==> src/design/tx2r_pkg.sv <==
// types, constants and layout decode for the texel to rgba8 converter
package tx2r_pkg;

    // format codes
    localparam logic [7:0] FMT_R8_UNORM           = 8'd9;
    localparam logic [7:0] FMT_R8_SRGB            = 8'd15;
    localparam logic [7:0] FMT_R8G8_UNORM         = 8'd16;
    localparam logic [7:0] FMT_R8G8_SRGB          = 8'd22;
    localparam logic [7:0] FMT_R8G8B8_UNORM       = 8'd23;
    localparam logic [7:0] FMT_R8G8B8_SRGB        = 8'd29;
    localparam logic [7:0] FMT_B8G8R8_UNORM       = 8'd30;
    localparam logic [7:0] FMT_B8G8R8_SRGB        = 8'd36;
    localparam logic [7:0] FMT_R8G8B8A8_UNORM     = 8'd37;
    localparam logic [7:0] FMT_R8G8B8A8_SRGB      = 8'd43;
    localparam logic [7:0] FMT_B8G8R8A8_UNORM     = 8'd44;
    localparam logic [7:0] FMT_B8G8R8A8_SRGB      = 8'd50;
    localparam logic [7:0] FMT_R16_UNORM          = 8'd70;
    localparam logic [7:0] FMT_R16G16_UNORM       = 8'd77;
    localparam logic [7:0] FMT_R16G16B16_UNORM    = 8'd84;
    localparam logic [7:0] FMT_R16G16B16A16_UNORM = 8'd91;

    // configuration register indexes
    localparam logic [1:0] REG_FORMAT = 2'd0;
    localparam logic [1:0] REG_WIDTH  = 2'd1;
    localparam logic [1:0] REG_HEIGHT = 2'd2;

    // component count encodings (count minus one)
    localparam logic [1:0] NCOMP_ONE   = 2'd0;
    localparam logic [1:0] NCOMP_TWO   = 2'd1;
    localparam logic [1:0] NCOMP_THREE = 2'd2;
    localparam logic [1:0] NCOMP_FOUR  = 2'd3;

    // smallest 16-bit alpha that converts to 255: 255*257-128
    localparam logic [15:0] ALPHA16_OPAQUE_MIN = 16'd65407;

    // queue between front and back
    localparam int QDepth = 4;
    localparam int QPtrW  = $clog2(QDepth);

    typedef struct packed {
        logic       supported;
        logic       wide;
        logic [1:0] ncomp;
        logic       swapped;
    } t_layout;

    typedef struct packed {
        logic [7:0]  format;
        logic [31:0] pixel_count;
    } t_cfg;

    // one classified texel handed from front to back
    typedef struct packed {
        logic        status;
        logic [63:0] word;
        logic        wide;
        logic [1:0]  ncomp;
        logic        swapped;
        logic        alpha_meaningful;
        logic        last_pixel;
    } t_rec;

    // format code to texel layout
    function automatic t_layout layout_of(input logic [7:0] code);
        t_layout lay;
        lay = '{supported: 1'b1, wide: 1'b0, ncomp: NCOMP_ONE, swapped: 1'b0};
        unique case (code) inside
            FMT_R8_UNORM, FMT_R8_SRGB:             lay.ncomp = NCOMP_ONE;
            FMT_R8G8_UNORM, FMT_R8G8_SRGB:         lay.ncomp = NCOMP_TWO;
            FMT_R8G8B8_UNORM, FMT_R8G8B8_SRGB:     lay.ncomp = NCOMP_THREE;
            FMT_B8G8R8_UNORM, FMT_B8G8R8_SRGB: begin
                lay.ncomp   = NCOMP_THREE;
                lay.swapped = 1'b1;
            end
            FMT_R8G8B8A8_UNORM, FMT_R8G8B8A8_SRGB: lay.ncomp = NCOMP_FOUR;
            FMT_B8G8R8A8_UNORM, FMT_B8G8R8A8_SRGB: begin
                lay.ncomp   = NCOMP_FOUR;
                lay.swapped = 1'b1;
            end
            FMT_R16_UNORM: begin
                lay.ncomp = NCOMP_ONE;
                lay.wide  = 1'b1;
            end
            FMT_R16G16_UNORM: begin
                lay.ncomp = NCOMP_TWO;
                lay.wide  = 1'b1;
            end
            FMT_R16G16B16_UNORM: begin
                lay.ncomp = NCOMP_THREE;
                lay.wide  = 1'b1;
            end
            FMT_R16G16B16A16_UNORM: begin
                lay.ncomp = NCOMP_FOUR;
                lay.wide  = 1'b1;
            end
            default: lay.supported = 1'b0;
        endcase
        return lay;
    endfunction

    // bytes per texel
    function automatic logic [3:0] texel_size(input t_layout lay);
        return ({2'b00, lay.ncomp} + 4'd1) << lay.wide;
    endfunction

endpackage

==> src/design/tx2r_front.sv <==
// front end: gathers bytes into texels, counts pixels, tracks alpha
module tx2r_front (
    input  logic           i_clk,
    input  logic           i_rst_n,
    input  logic           i_push,
    input  logic [7:0]     i_data_byte,
    input  logic           i_start_of_level,
    input  tx2r_pkg::t_cfg i_cfg,
    input  logic           i_q_full,
    output logic           o_full,
    output logic           o_q_push,
    output tx2r_pkg::t_rec o_q_data
);
    import tx2r_pkg::*;

    logic [55:0] r_held, n_held;
    logic [2:0]  r_pos, n_pos;
    logic [31:0] r_done, n_done;
    logic        r_alpha, n_alpha;

    logic        accept;
    logic        emit;
    logic [55:0] held_eff;
    logic [2:0]  pos_eff;
    logic [31:0] done_eff;
    logic [31:0] done_inc;
    logic        alpha_eff;
    logic        alpha_low;
    t_layout     lay;
    logic [3:0]  size;
    logic [63:0] word;
    t_rec        rec;

    assign accept = i_push && !i_q_full;
    assign o_full = i_q_full;

    // start of level clears everything before the byte is used
    always_comb begin
        held_eff  = i_start_of_level ? '0 : r_held;
        pos_eff   = i_start_of_level ? '0 : r_pos;
        done_eff  = i_start_of_level ? '0 : r_done;
        alpha_eff = i_start_of_level ? 1'b0 : r_alpha;
        lay       = layout_of(i_cfg.format);
        size      = texel_size(lay);
        word      = {8'h00, held_eff} | (64'(i_data_byte) << {pos_eff, 3'b000});
        done_inc  = done_eff + 32'd1;
    end

    // alpha below full scale in the finished texel
    always_comb begin
        alpha_low = 1'b0;
        if (lay.ncomp == NCOMP_FOUR) begin
            alpha_low = lay.wide ? (word[63:48] < ALPHA16_OPAQUE_MIN)
                                 : (word[31:24] != 8'hff);
        end
    end

    // classify the byte and work out the next state
    always_comb begin
        n_held  = held_eff;
        n_pos   = pos_eff;
        n_done  = done_eff;
        n_alpha = alpha_eff;
        emit    = 1'b0;
        rec     = '0;
        if (!lay.supported) begin
            emit       = i_start_of_level;
            rec.status = 1'b1;
        end else if (done_eff >= i_cfg.pixel_count) begin
            emit = 1'b0;
        end else if (({1'b0, pos_eff} + 4'd1) < size) begin
            n_held = word[55:0];
            n_pos  = pos_eff + 3'd1;
        end else begin
            n_held               = '0;
            n_pos                = '0;
            n_done               = done_inc;
            n_alpha              = alpha_eff | alpha_low;
            emit                 = 1'b1;
            rec.word             = word;
            rec.wide             = lay.wide;
            rec.ncomp            = lay.ncomp;
            rec.swapped          = lay.swapped;
            rec.alpha_meaningful = alpha_eff | alpha_low;
            rec.last_pixel       = (done_inc == i_cfg.pixel_count);
        end
    end

    assign o_q_push = accept && emit;
    assign o_q_data = rec;

    // gather state
    always_ff @(posedge i_clk) begin
        if (!i_rst_n) begin
            r_held  <= '0;
            r_pos   <= '0;
            r_done  <= '0;
            r_alpha <= 1'b0;
        end else if (accept) begin
            r_held  <= n_held;
            r_pos   <= n_pos;
            r_done  <= n_done;
            r_alpha <= n_alpha;
        end
    end

endmodule

==> src/design/tx2r_queue.sv <==
// short queue of classified texels between front and back
module tx2r_queue (
    input  logic           i_clk,
    input  logic           i_rst_n,
    input  logic           i_push,
    input  tx2r_pkg::t_rec i_data,
    output logic           o_full,
    input  logic           i_pop,
    output tx2r_pkg::t_rec o_data,
    output logic           o_empty
);
    import tx2r_pkg::*;

    t_rec             r_mem [QDepth];
    logic [QPtrW-1:0] r_wr_ptr;
    logic [QPtrW-1:0] r_rd_ptr;
    logic [QPtrW:0]   r_count;

    assign o_full  = (r_count == (QPtrW + 1)'(QDepth));
    assign o_empty = (r_count == '0);
    assign o_data  = r_mem[r_rd_ptr];

    // entry storage
    always_ff @(posedge i_clk) begin
        if (i_push) begin
            r_mem[r_wr_ptr] <= i_data;
        end
    end

    // pointers and fill count
    always_ff @(posedge i_clk) begin
        if (!i_rst_n) begin
            r_wr_ptr <= '0;
            r_rd_ptr <= '0;
            r_count  <= '0;
        end else begin
            if (i_push) begin
                r_wr_ptr <= r_wr_ptr + 1'b1;
            end
            if (i_pop) begin
                r_rd_ptr <= r_rd_ptr + 1'b1;
            end
            if (i_push && !i_pop) begin
                r_count <= r_count + 1'b1;
            end else if (!i_push && i_pop) begin
                r_count <= r_count - 1'b1;
            end
        end
    end

endmodule

==> src/design/tx2r_back.sv <==
// back end: component conversion, channel mapping and output register
module tx2r_back (
    input  logic           i_clk,
    input  logic           i_rst_n,
    input  tx2r_pkg::t_rec i_q_data,
    input  logic           i_q_empty,
    output logic           o_q_pop,
    input  logic           i_pop,
    output logic           o_empty,
    output logic           o_status,
    output logic [7:0]     o_red,
    output logic [7:0]     o_green,
    output logic [7:0]     o_blue,
    output logic [7:0]     o_alpha,
    output logic           o_alpha_meaningful,
    output logic           o_last_pixel
);
    import tx2r_pkg::*;

    // floor(x/257) == (x*65281)>>24 for x below 2^24
    localparam logic [16:0] RECIP_257 = 17'd65281;
    localparam logic [16:0] ROUND_HALF = 17'd128;

    logic       r_valid;
    logic       r_status;
    logic [7:0] r_red, r_green, r_blue, r_alpha;
    logic       r_alpha_meaningful;
    logic       r_last_pixel;

    logic       load;
    logic [7:0] comp [4];
    logic [7:0] n_red, n_green, n_blue, n_alpha;

    // 16-bit unorm to 8-bit: (v+128)/257
    function automatic logic [7:0] narrow16(input logic [15:0] v);
        logic [16:0] x;
        logic [33:0] p;
        x = {1'b0, v} + ROUND_HALF;
        p = 34'(x) * 34'(RECIP_257);
        return p[31:24];
    endfunction

    assign load    = !i_q_empty && (!r_valid || i_pop);
    assign o_q_pop = load;

    // per-component extraction
    always_comb begin
        for (int i = 0; i < 4; i++) begin
            comp[i] = i_q_data.wide ? narrow16(i_q_data.word[16*i +: 16])
                                    : i_q_data.word[8*i +: 8];
        end
    end

    // map components onto rgba
    always_comb begin
        n_red   = comp[0];
        n_green = comp[1];
        n_blue  = comp[2];
        n_alpha = 8'hff;
        case (i_q_data.ncomp)
            NCOMP_ONE: begin
                n_green = comp[0];
                n_blue  = comp[0];
            end
            NCOMP_TWO: n_blue = 8'h00;
            default: begin
                if (i_q_data.swapped) begin
                    n_red  = comp[2];
                    n_blue = comp[0];
                end
                if (i_q_data.ncomp == NCOMP_FOUR) begin
                    n_alpha = comp[3];
                end
            end
        endcase
        if (i_q_data.status) begin
            n_red   = 8'h00;
            n_green = 8'h00;
            n_blue  = 8'h00;
            n_alpha = 8'h00;
        end
    end

    // output valid
    always_ff @(posedge i_clk) begin
        if (!i_rst_n) begin
            r_valid <= 1'b0;
        end else if (load) begin
            r_valid <= 1'b1;
        end else if (i_pop) begin
            r_valid <= 1'b0;
        end
    end

    // output payload
    always_ff @(posedge i_clk) begin
        if (load) begin
            r_status           <= i_q_data.status;
            r_red              <= n_red;
            r_green            <= n_green;
            r_blue             <= n_blue;
            r_alpha            <= n_alpha;
            r_alpha_meaningful <= i_q_data.alpha_meaningful;
            r_last_pixel       <= i_q_data.last_pixel;
        end
    end

    assign o_empty            = !r_valid;
    assign o_status           = r_status;
    assign o_red              = r_red;
    assign o_green            = r_green;
    assign o_blue             = r_blue;
    assign o_alpha            = r_alpha;
    assign o_alpha_meaningful = r_alpha_meaningful;
    assign o_last_pixel       = r_last_pixel;

endmodule

==> src/design/texel_to_rgba8_converter.sv <==
// top level of the texel to rgba8 converter
//
//  channel   | handshake              | payload
//  ----------+------------------------+--------------------------------------------
//  bytes in  | i_push / o_full        | i_data_byte, i_start_of_level
//  pixel out | o_empty / i_pop        | o_status, o_red..o_alpha, flags
//  config    | i_cfg_valid/o_cfg_ready| i_cfg_index, i_cfg_data
//
// one byte accepted per cycle while o_full is low; accepting a texel's last byte
// writes the queue, and the pixel is loaded from there into the output register
// once that register is empty or being popped
// the four-entry queue plus output register absorb output stalls; o_full
// rises only when all of them hold pixels
// reset is synchronous and active low; config is taken every cycle and the
// pixel count product is registered on the write
module texel_to_rgba8_converter (
    input  logic       i_clk,
    input  logic       i_rst_n,
    input  logic       i_push,
    output logic       o_full,
    input  logic [7:0] i_data_byte,
    input  logic       i_start_of_level,
    output logic       o_empty,
    input  logic       i_pop,
    output logic       o_status,
    output logic [7:0] o_red,
    output logic [7:0] o_green,
    output logic [7:0] o_blue,
    output logic [7:0] o_alpha,
    output logic       o_alpha_meaningful,
    output logic       o_last_pixel,
    input  logic       i_cfg_valid,
    output logic       o_cfg_ready,
    input  logic [1:0] i_cfg_index,
    input  logic [15:0] i_cfg_data
);
    import tx2r_pkg::*;

    logic [7:0]  r_format;
    logic [15:0] r_width;
    logic [15:0] r_height;
    logic [31:0] r_count;

    logic        cfg_wr;
    logic [15:0] height_eff;
    logic [15:0] data_height_eff;
    t_cfg        cfg;
    logic        q_push, q_full, q_pop, q_empty;
    t_rec        q_wr_data, q_rd_data;

    assign o_cfg_ready     = 1'b1;
    assign cfg_wr          = i_cfg_valid && o_cfg_ready;
    assign height_eff      = (r_height == '0) ? 16'd1 : r_height;
    assign data_height_eff = (i_cfg_data == '0) ? 16'd1 : i_cfg_data;

    // configuration registers and pixel count
    always_ff @(posedge i_clk) begin
        if (!i_rst_n) begin
            r_format <= '0;
            r_width  <= 16'd1;
            r_height <= '0;
            r_count  <= 32'd1;
        end else if (cfg_wr) begin
            unique case (i_cfg_index)
                REG_FORMAT: r_format <= i_cfg_data[7:0];
                REG_WIDTH: begin
                    r_width <= i_cfg_data;
                    r_count <= {16'h0000, i_cfg_data} * {16'h0000, height_eff};
                end
                REG_HEIGHT: begin
                    r_height <= i_cfg_data;
                    r_count  <= {16'h0000, r_width} * {16'h0000, data_height_eff};
                end
                default: r_format <= r_format;
            endcase
        end
    end

    assign cfg.format      = r_format;
    assign cfg.pixel_count = r_count;

    tx2r_front u_front (
        .i_clk            (i_clk),
        .i_rst_n          (i_rst_n),
        .i_push           (i_push),
        .i_data_byte      (i_data_byte),
        .i_start_of_level (i_start_of_level),
        .i_cfg            (cfg),
        .i_q_full         (q_full),
        .o_full           (o_full),
        .o_q_push         (q_push),
        .o_q_data         (q_wr_data)
    );

    tx2r_queue u_queue (
        .i_clk   (i_clk),
        .i_rst_n (i_rst_n),
        .i_push  (q_push),
        .i_data  (q_wr_data),
        .o_full  (q_full),
        .i_pop   (q_pop),
        .o_data  (q_rd_data),
        .o_empty (q_empty)
    );

    tx2r_back u_back (
        .i_clk              (i_clk),
        .i_rst_n            (i_rst_n),
        .i_q_data           (q_rd_data),
        .i_q_empty          (q_empty),
        .o_q_pop            (q_pop),
        .i_pop              (i_pop),
        .o_empty            (o_empty),
        .o_status           (o_status),
        .o_red              (o_red),
        .o_green            (o_green),
        .o_blue             (o_blue),
        .o_alpha            (o_alpha),
        .o_alpha_meaningful (o_alpha_meaningful),
        .o_last_pixel       (o_last_pixel)
    );

endmodule

==> config.mk <==
export PLATFORM = sky130hd
export DESIGN_NAME = texel_to_rgba8_converter
export DESIGN_NICKNAME = d
export VERILOG_FILES = /design/src/design/tx2r_pkg.sv /design/src/design/tx2r_front.sv /design/src/design/tx2r_queue.sv /design/src/design/tx2r_back.sv /design/src/design/texel_to_rgba8_converter.sv
export SDC_FILE = /design/constraint.sdc
export NUM_CORES = 2
export LEC_CHECK = 0
export ABC_AREA = 1
export BUFFER_PORTS_ARGS = -buffer_cell sky130_fd_sc_hd__buf_2
export CORE_AREA = 2 2 302 304
export CTS_CLUSTER_DIAMETER = 40
export DETAILED_ROUTE_END_ITERATION = 12
export DIE_AREA = 0 0 304 306
export HOLD_SLACK_MARGIN = 0.03
export PLACE_DENSITY = 0.79
export SYNTH_ARGS = -nofsm -noshare
export SYNTH_HDL_FRONTEND = slang
export SYNTH_SLANG_ARGS = --single-unit
==> constraint.sdc <==
create_clock -name i_clk -period 10.07 [get_ports i_clk]
set_input_delay 1.007 -clock i_clk [delete_from_list [all_inputs] [get_ports i_clk]]
set_output_delay 1.007 -clock i_clk [all_outputs]
set_load 0.05 [all_outputs]
## Yosys cells after proc, flatten, opt, wreduce, memory -nomap -nowiden

Memory sizes are Yosys's and may differ from the RTL's. A register that Yosys moved wholly into a read port is not among the register bits.
Index checks and enable logic that the tools add are counted.

- Add/subtract/negate cells: 12
- $mul: 6
- Divide/modulo/power cells: 0
- Magnitude comparators: 3
- Equal/unequal tests: 24
- Shifts and indexed selects: 2
- Multiplexer cells: 51
- Bitwise logic cells: 2
- Reductions and logical operators: 30

Operators with widths:

| operator | count |
|---|---|
| $mux 56 | 4 |
| $mux 70 | 3 |
| $mul 17x16->32 const B | 4 |
| $mux 32 | 4 |
| $mux 8 | 10 |
| $add 16x8->17 const B | 4 |
| $mul 16x16->32 | 2 |
| $or 56x64->64 | 1 |
| $pmux 32 s2 | 1 |
| $shl 8x6->64 | 1 |
| $eq 8x5->1 const B | 5 |
| $eq 8x6->1 const B | 5 |
| $add 32x1->32 const B | 1 |
| $eq 32x32->1 | 1 |
| $eq 8x7->1 const B | 4 |
| $ge 32x32->1 | 1 |
| $logic_not 16->1 | 2 |
| $mux 16 | 2 |
| $mux 3 | 6 |
| $mux 1 | 17 |
| $eq 8x4->1 const B | 2 |
| $lt 16x16->1 const B | 1 |
| $pmux 8 s2 | 1 |
| $reduce_or 16->1 | 1 |
| 25 further kinds | 47 |

- Bits in registers: 207
- Latch bits: 0
- Memory bits (writable): 284
- ROM bits: 0
- Input bits: 32
- Output and inout port bits: 38
- Logic and storage cells: 150
- Memories kept: 1

Memories:

| name | words | width | rd ports | clocked after Yosys merged registers in | write ports | RTL line | text |
|---|---|---|---|---|---|---|---|
| u_queue.r_mem | 4 | 71 | 1 | 1 | 1 | tx2r_queue.sv:14 | `t_rec r_mem [QDepth];` |

## Logic depth before layout (Yosys ltp)

- Depth after elaboration: 14
- Depth in mapped cells: 38
- Mapped depth without buffers: 36

## By module

A second synthesis with hierarchy kept.

- Cells, all modules: 7869
- Area, all modules: 61336.3 um^2

Modules (own cells, without submodules):

| module | instances | cells each | area an instance (um^2) |
|---|---|---|---|
| texel_to_rgba8_converter | 1 | 3121 | 21713.3 |
| tx2r_back | 1 | 2434 | 19602.6 |
| tx2r_queue | 1 | 745 | 10973.0 |
| tx2r_front | 1 | 1569 | 9047.4 |

## Worst setup path after synthesis

OpenSTA, ideal clock, no wires.

- Path kind: flip-flop to flip-flop
- Start: register (tool-made name)
- End: register u_back.r_green[7] (netlist: u_back.o_green[7]) (data pin)
- Setup time: 0.270 ns
- Arrival: 6.616 ns
- Required time: 9.800 ns
- Setup slack: 3.184 ns
- Cell stages (with the launch flop): 29
- Path buffers: 5
- Cells stage by stage: dfxtp_1 buf_4 buf_4 buf_4 buf_2 buf_1 nand2_1 a32oi_1 inv_1 nor4_1 fa_1 fa_1 fa_1 inv_1 fa_1 ha_1 ha_1 ha_1 nand2_1 nor3_1 nand2_1 nand2_1 a31oi_1 nand3_1 a21oi_1 xor2_1 nand2_1 nand3_1 a21oi_1

RTL lines:

| what | RTL line | text |
|---|---|---|
| end signal: assignment | tx2r_back.sv:100 | `r_green <= n_green;` |
| end: declaration | tx2r_back.sv:26 | `logic [7:0] r_red, r_green, r_blue, r_alpha;` |

==> out/qor.txt <==
Number of standard-cell rows in the floorplan -> 110
Post-Synthesis Net Count -> 8,310
Number of violations reported at the end of detailed-routing iteration 0 -> 3,959
Final Instance Count excl. Fillers -> 8,104
Placed instance count -> 7,964
Hold violation total from the final report -> 0
X dimension of the die -> 304 µm
Area growth from synthesis to layout -> 6.042%
Worst setup SP type -> flip-flop
Hold crit path type -> flip-flop to flip-flop
Wire length per cell after detailed routing -> 18.82 µm
Post-synthesis instance area -> 57,880 µm²
Length of the first detailed-routing pass in iterations -> 6
Clock-pin slew on the worst setup and hold paths -> 60 ps
Syn avg cell area -> 8.322 µm²
Count of cells along the worst hold path -> 2
Crit path capture type -> flip-flop
Final global-route overflow total -> 0
Register bit count reported by yosys -> 493
Cell depth of the worst flop-to-flop path -> 32
Clock Latency Late Sink -> 640 ps
Run status -> finished, final reports clean
Count of yosys warnings during synthesis -> 0
Sum of negative setup slack -> 0 ps
Final Routed Wirelength -> 152,500 µm
Top-level port count -> 70
DIE HEIGHT -> 306 µm
Unrepaired setup endpoints after global routing -> false
Clock period minus worst slack -> 8225 ps
Via count of the first global-routing pass -> 47,584
Number of nets in the layout -> 8,218
Worst-case clock buffer depth -> 3
Number of port buffers -> 68
Count of final setup violators -> 0
Area of the placeable core -> 89,600 µm²
Synth unique cells -> 66
Async set-reset flop share out of synthesis -> 0%
Largest net degree at the start of global routing -> 98
Post-route clock skew -> 37.73 ps
Proportion of synthesized chip area in sequential cells -> 22.57%
Area of all placed cells without fillers -> 61,380 µm²
Library cell contributing the largest single delay on the critical path -> sky130_fd_sc_hd__a32oi_2
Final Hold Slack -> 465.0 ps
Cts bufs inserted -> 73
Sinks on the clock net -> 493
PostCTS Resize Cnt -> 0
Standard cell area after detailed placement -> 58,910 µm²
Wire length of the first global-routing pass -> 247,200 µm
Worst slew margin -> 19.86%
Cells after synthesis -> 6,955
Required time at the worst-slack endpoint -> 10,440 ps
Highest Clock Rate -> 121.6 MHz
Highest net fanout along the worst path -> 84
Residual DRC count -> 0
Postcts setup bufs -> 0
Slew of the pin with the lowest slew margin -> 1202 ps
Root buffer cell -> sky130_fd_sc_hd__clkbuf_16
Half-perimeter wire length of the detailed placement result -> 116,700 µm
Count of flip-flops with a built-in enable after synthesis -> 319
CTS Hold Bufs -> 0
Share of the clock period used by the worst path after layout -> 81.68%
Fraction of final layout cells with drive strength greater than 1 -> 5.113%
Number of antenna violations at the first check in global routing -> 7
Hold Crit Endpoint -> u_front.r_held[16]
Worst path most repeated cell -> sky130_fd_sc_hd__nand2_1
Number of maximum-capacitance constraint violations -> 0
Crit path DAT -> 8590 ps
Endpoint of the most critical register-to-register path -> u_back.o_blue[7]
Min-delay src -> u_front.r_held[16]
Vias -> 46,885
Max stage delay on crit path -> 680 ps
H-tree levels -> 3
Post-route antenna net violation count -> 0
Global router's overall resource usage -> 33.24%
Area of the die -> 93,020 µm²
Reg-to-reg slack, setup -> 1850 ps
Number of vias per cell after detailed routing -> 5.785
Most used flip-flop cell after synthesis -> sky130_fd_sc_hd__edfxtp_1
Final number of max-transition violations -> 0
Weighted congestion reported at the end of routability-driven placement -> 0.9668
Initial standard-cell utilization of the core -> 64.60%
Clock tree from TritonCTS -> yes
Crit Path Category -> flip-flop to flip-flop
==> cell families (layout without fill, tap and decap cells) <==
logic type                 after synthesis  after routing  share of synthesized area, %
other                                    1              6                      0.006479
DFF                                    493            493                         22.57
muxes                                    1              1                       0.01729
buffers and inverters                 1807           1775                         12.01
xor gates and xnor gates               118            118                         1.846
AOI/OAI and AO/OA                     1028           1028                         10.06
adders and majority gates             1323           1323                         37.69
and+or+nand+nor                       2184           2184                         15.80
==> cell type report <==
| type | instances | area [µm²] |
|---|---|---|
| fillers | 7051 | 28220 |
| diodes | 5 | 12.51 |
| repair buffers | 117 | 710.7 |
| multi-input cells | 4655 | 37930 |
| flip-flops and latches | 493 | 13070 |
| clock buffers | 79 | 1892 |
| clock inverters | 56 | 568.0 |
| inverters | 1523 | 5724 |
| well taps | 1176 | 1471 |
==> placed cells by master (no fill, tap or decap), types with 16 or more instances in the layout <==
| master | synthesis | layout |
|---|---|---|
| sky130_fd_sc_hd__inv_1 | 1500 | 1499 |
| sky130_fd_sc_hd__nand2_1 | 1325 | 1325 |
| sky130_fd_sc_hd__fa_1 | 701 | 701 |
| sky130_fd_sc_hd__ha_1 | 622 | 622 |
| sky130_fd_sc_hd__a21oi_1 | 433 | 432 |
| sky130_fd_sc_hd__nor2_1 | 399 | 394 |
| sky130_fd_sc_hd__o21ai_0 | 327 | 326 |
| sky130_fd_sc_hd__edfxtp_1 | 319 | 319 |
| sky130_fd_sc_hd__nand3_1 | 250 | 250 |
| sky130_fd_sc_hd__dfxtp_1 | 174 | 173 |
| sky130_fd_sc_hd__xor2_1 | 80 | 80 |
| sky130_fd_sc_hd__clkbuf_16 | 0 | 75 |
| sky130_fd_sc_hd__buf_2 | 48 | 67 |
| sky130_fd_sc_hd__nor3_1 | 59 | 59 |
| sky130_fd_sc_hd__a31oi_1 | 51 | 51 |
| sky130_fd_sc_hd__buf_4 | 11 | 50 |
| sky130_fd_sc_hd__nand4_1 | 45 | 45 |
| sky130_fd_sc_hd__xnor2_1 | 35 | 35 |
| sky130_fd_sc_hd__a32oi_1 | 30 | 29 |
| sky130_fd_sc_hd__o211ai_1 | 28 | 28 |
| sky130_fd_sc_hd__o22ai_1 | 28 | 27 |
| sky130_fd_sc_hd__nor2_4 | 18 | 23 |
| sky130_fd_sc_hd__nor4_1 | 22 | 21 |
| sky130_fd_sc_hd__o21a_1 | 21 | 21 |
| sky130_fd_sc_hd__a21boi_0 | 21 | 21 |
| sky130_fd_sc_hd__inv_2 | 18 | 19 |
| sky130_fd_sc_hd__nor2_2 | 17 | 17 |
| sky130_fd_sc_hd__a21o_1 | 17 | 17 |
| sky130_fd_sc_hd__inv_6 | 0 | 16 |
==> Yosys cell counts (all sizes together), types with 5 or more instances <==
| cell | number | area (µm²) |
|---|---|---|
| inv | 1520 | 5710 |
| nand2 | 1334 | 5035 |
| fa | 701 | 14030 |
| ha | 622 | 7782 |
| a21oi | 434 | 2176 |
| nor2 | 434 | 1807 |
| o21ai | 336 | 1685 |
| edfxtp | 319 | 9579 |
| nand3 | 252 | 1271 |
| clkbuf | 200 | 750.7 |
| dfxtp | 174 | 3483 |
| buf | 84 | 480.5 |
| xor2 | 81 | 716.9 |
| nor3 | 65 | 361.6 |
| a31oi | 51 | 319.1 |
| nand4 | 45 | 281.5 |
| xnor2 | 35 | 306.5 |
| a32oi | 34 | 327.8 |
| o22ai | 29 | 187.7 |
| o211ai | 28 | 210.2 |
| nor4 | 25 | 183.9 |
| a21boi | 21 | 157.7 |
| o21a | 21 | 157.7 |
| a21o | 17 | 127.6 |
| o21bai | 13 | 97.59 |
| or2 | 13 | 81.33 |
| o31ai | 11 | 82.58 |
| nand3b | 9 | 80.08 |
| a221oi | 7 | 61.31 |
| a211oi | 5 | 37.54 |
| a32o | 5 | 50.05 |
| o41ai | 5 | 43.79 |
==> flip-flops by register name (all words and copies together), names as in the netlist, 2 cells and up, named ones only <==
name	flops
u_back.o_red	8
u_queue.r_mem	284
u_back.o_alpha	8
u_front.r_done	32
u_front.r_pos	3
u_queue.r_count	3
u_back.o_green	8
r_count	32
r_width	16
u_queue.r_rd_ptr	2
u_front.r_held	56
u_queue.r_wr_ptr	2
r_format	8
u_back.o_blue	8
r_height	16
==> critical path: cells and delay by family (launching register included) <==
kind            cells  cell delay (ps)
fa+ha+maj           8             3190
compound gates      6             1630
simple gates       12             1300
buf+inv             5             1030
flops               1              370
xor+xnor            1              360
==> routing by layer <==
metal  wire, µm  track usage (%)
met1      60570            43.03
met2      71790            55.19
met3      13550            6.345
met4       6566            13.56
met5         12                0
==> metrics by stage <==
step / util (%) / worst slack (ps)
after global placement: 65.75 / 2078
after floorplan: - / 3184
after global routing: 68.49 / 1236
after CTS: 68.49 / 1839
after detailed placement: 65.75 / 1931
final: 68.50 / 1845
==> worst max path at each step <==
stage	end	depth (start not counted)
CTS	u_back.o_green[6]	28
detailed placement	u_back.o_green[6]	28
floorplan	u_back.o_green[7]	28
global route	u_back.o_green[6]	28
finish	u_back.o_blue[7]	32
global placement	u_back.o_blue[7]	32
Power is left out: the tool's default activity adds up to more than one toggle a clock period on the data nets, which glitch-free logic cannot reach.
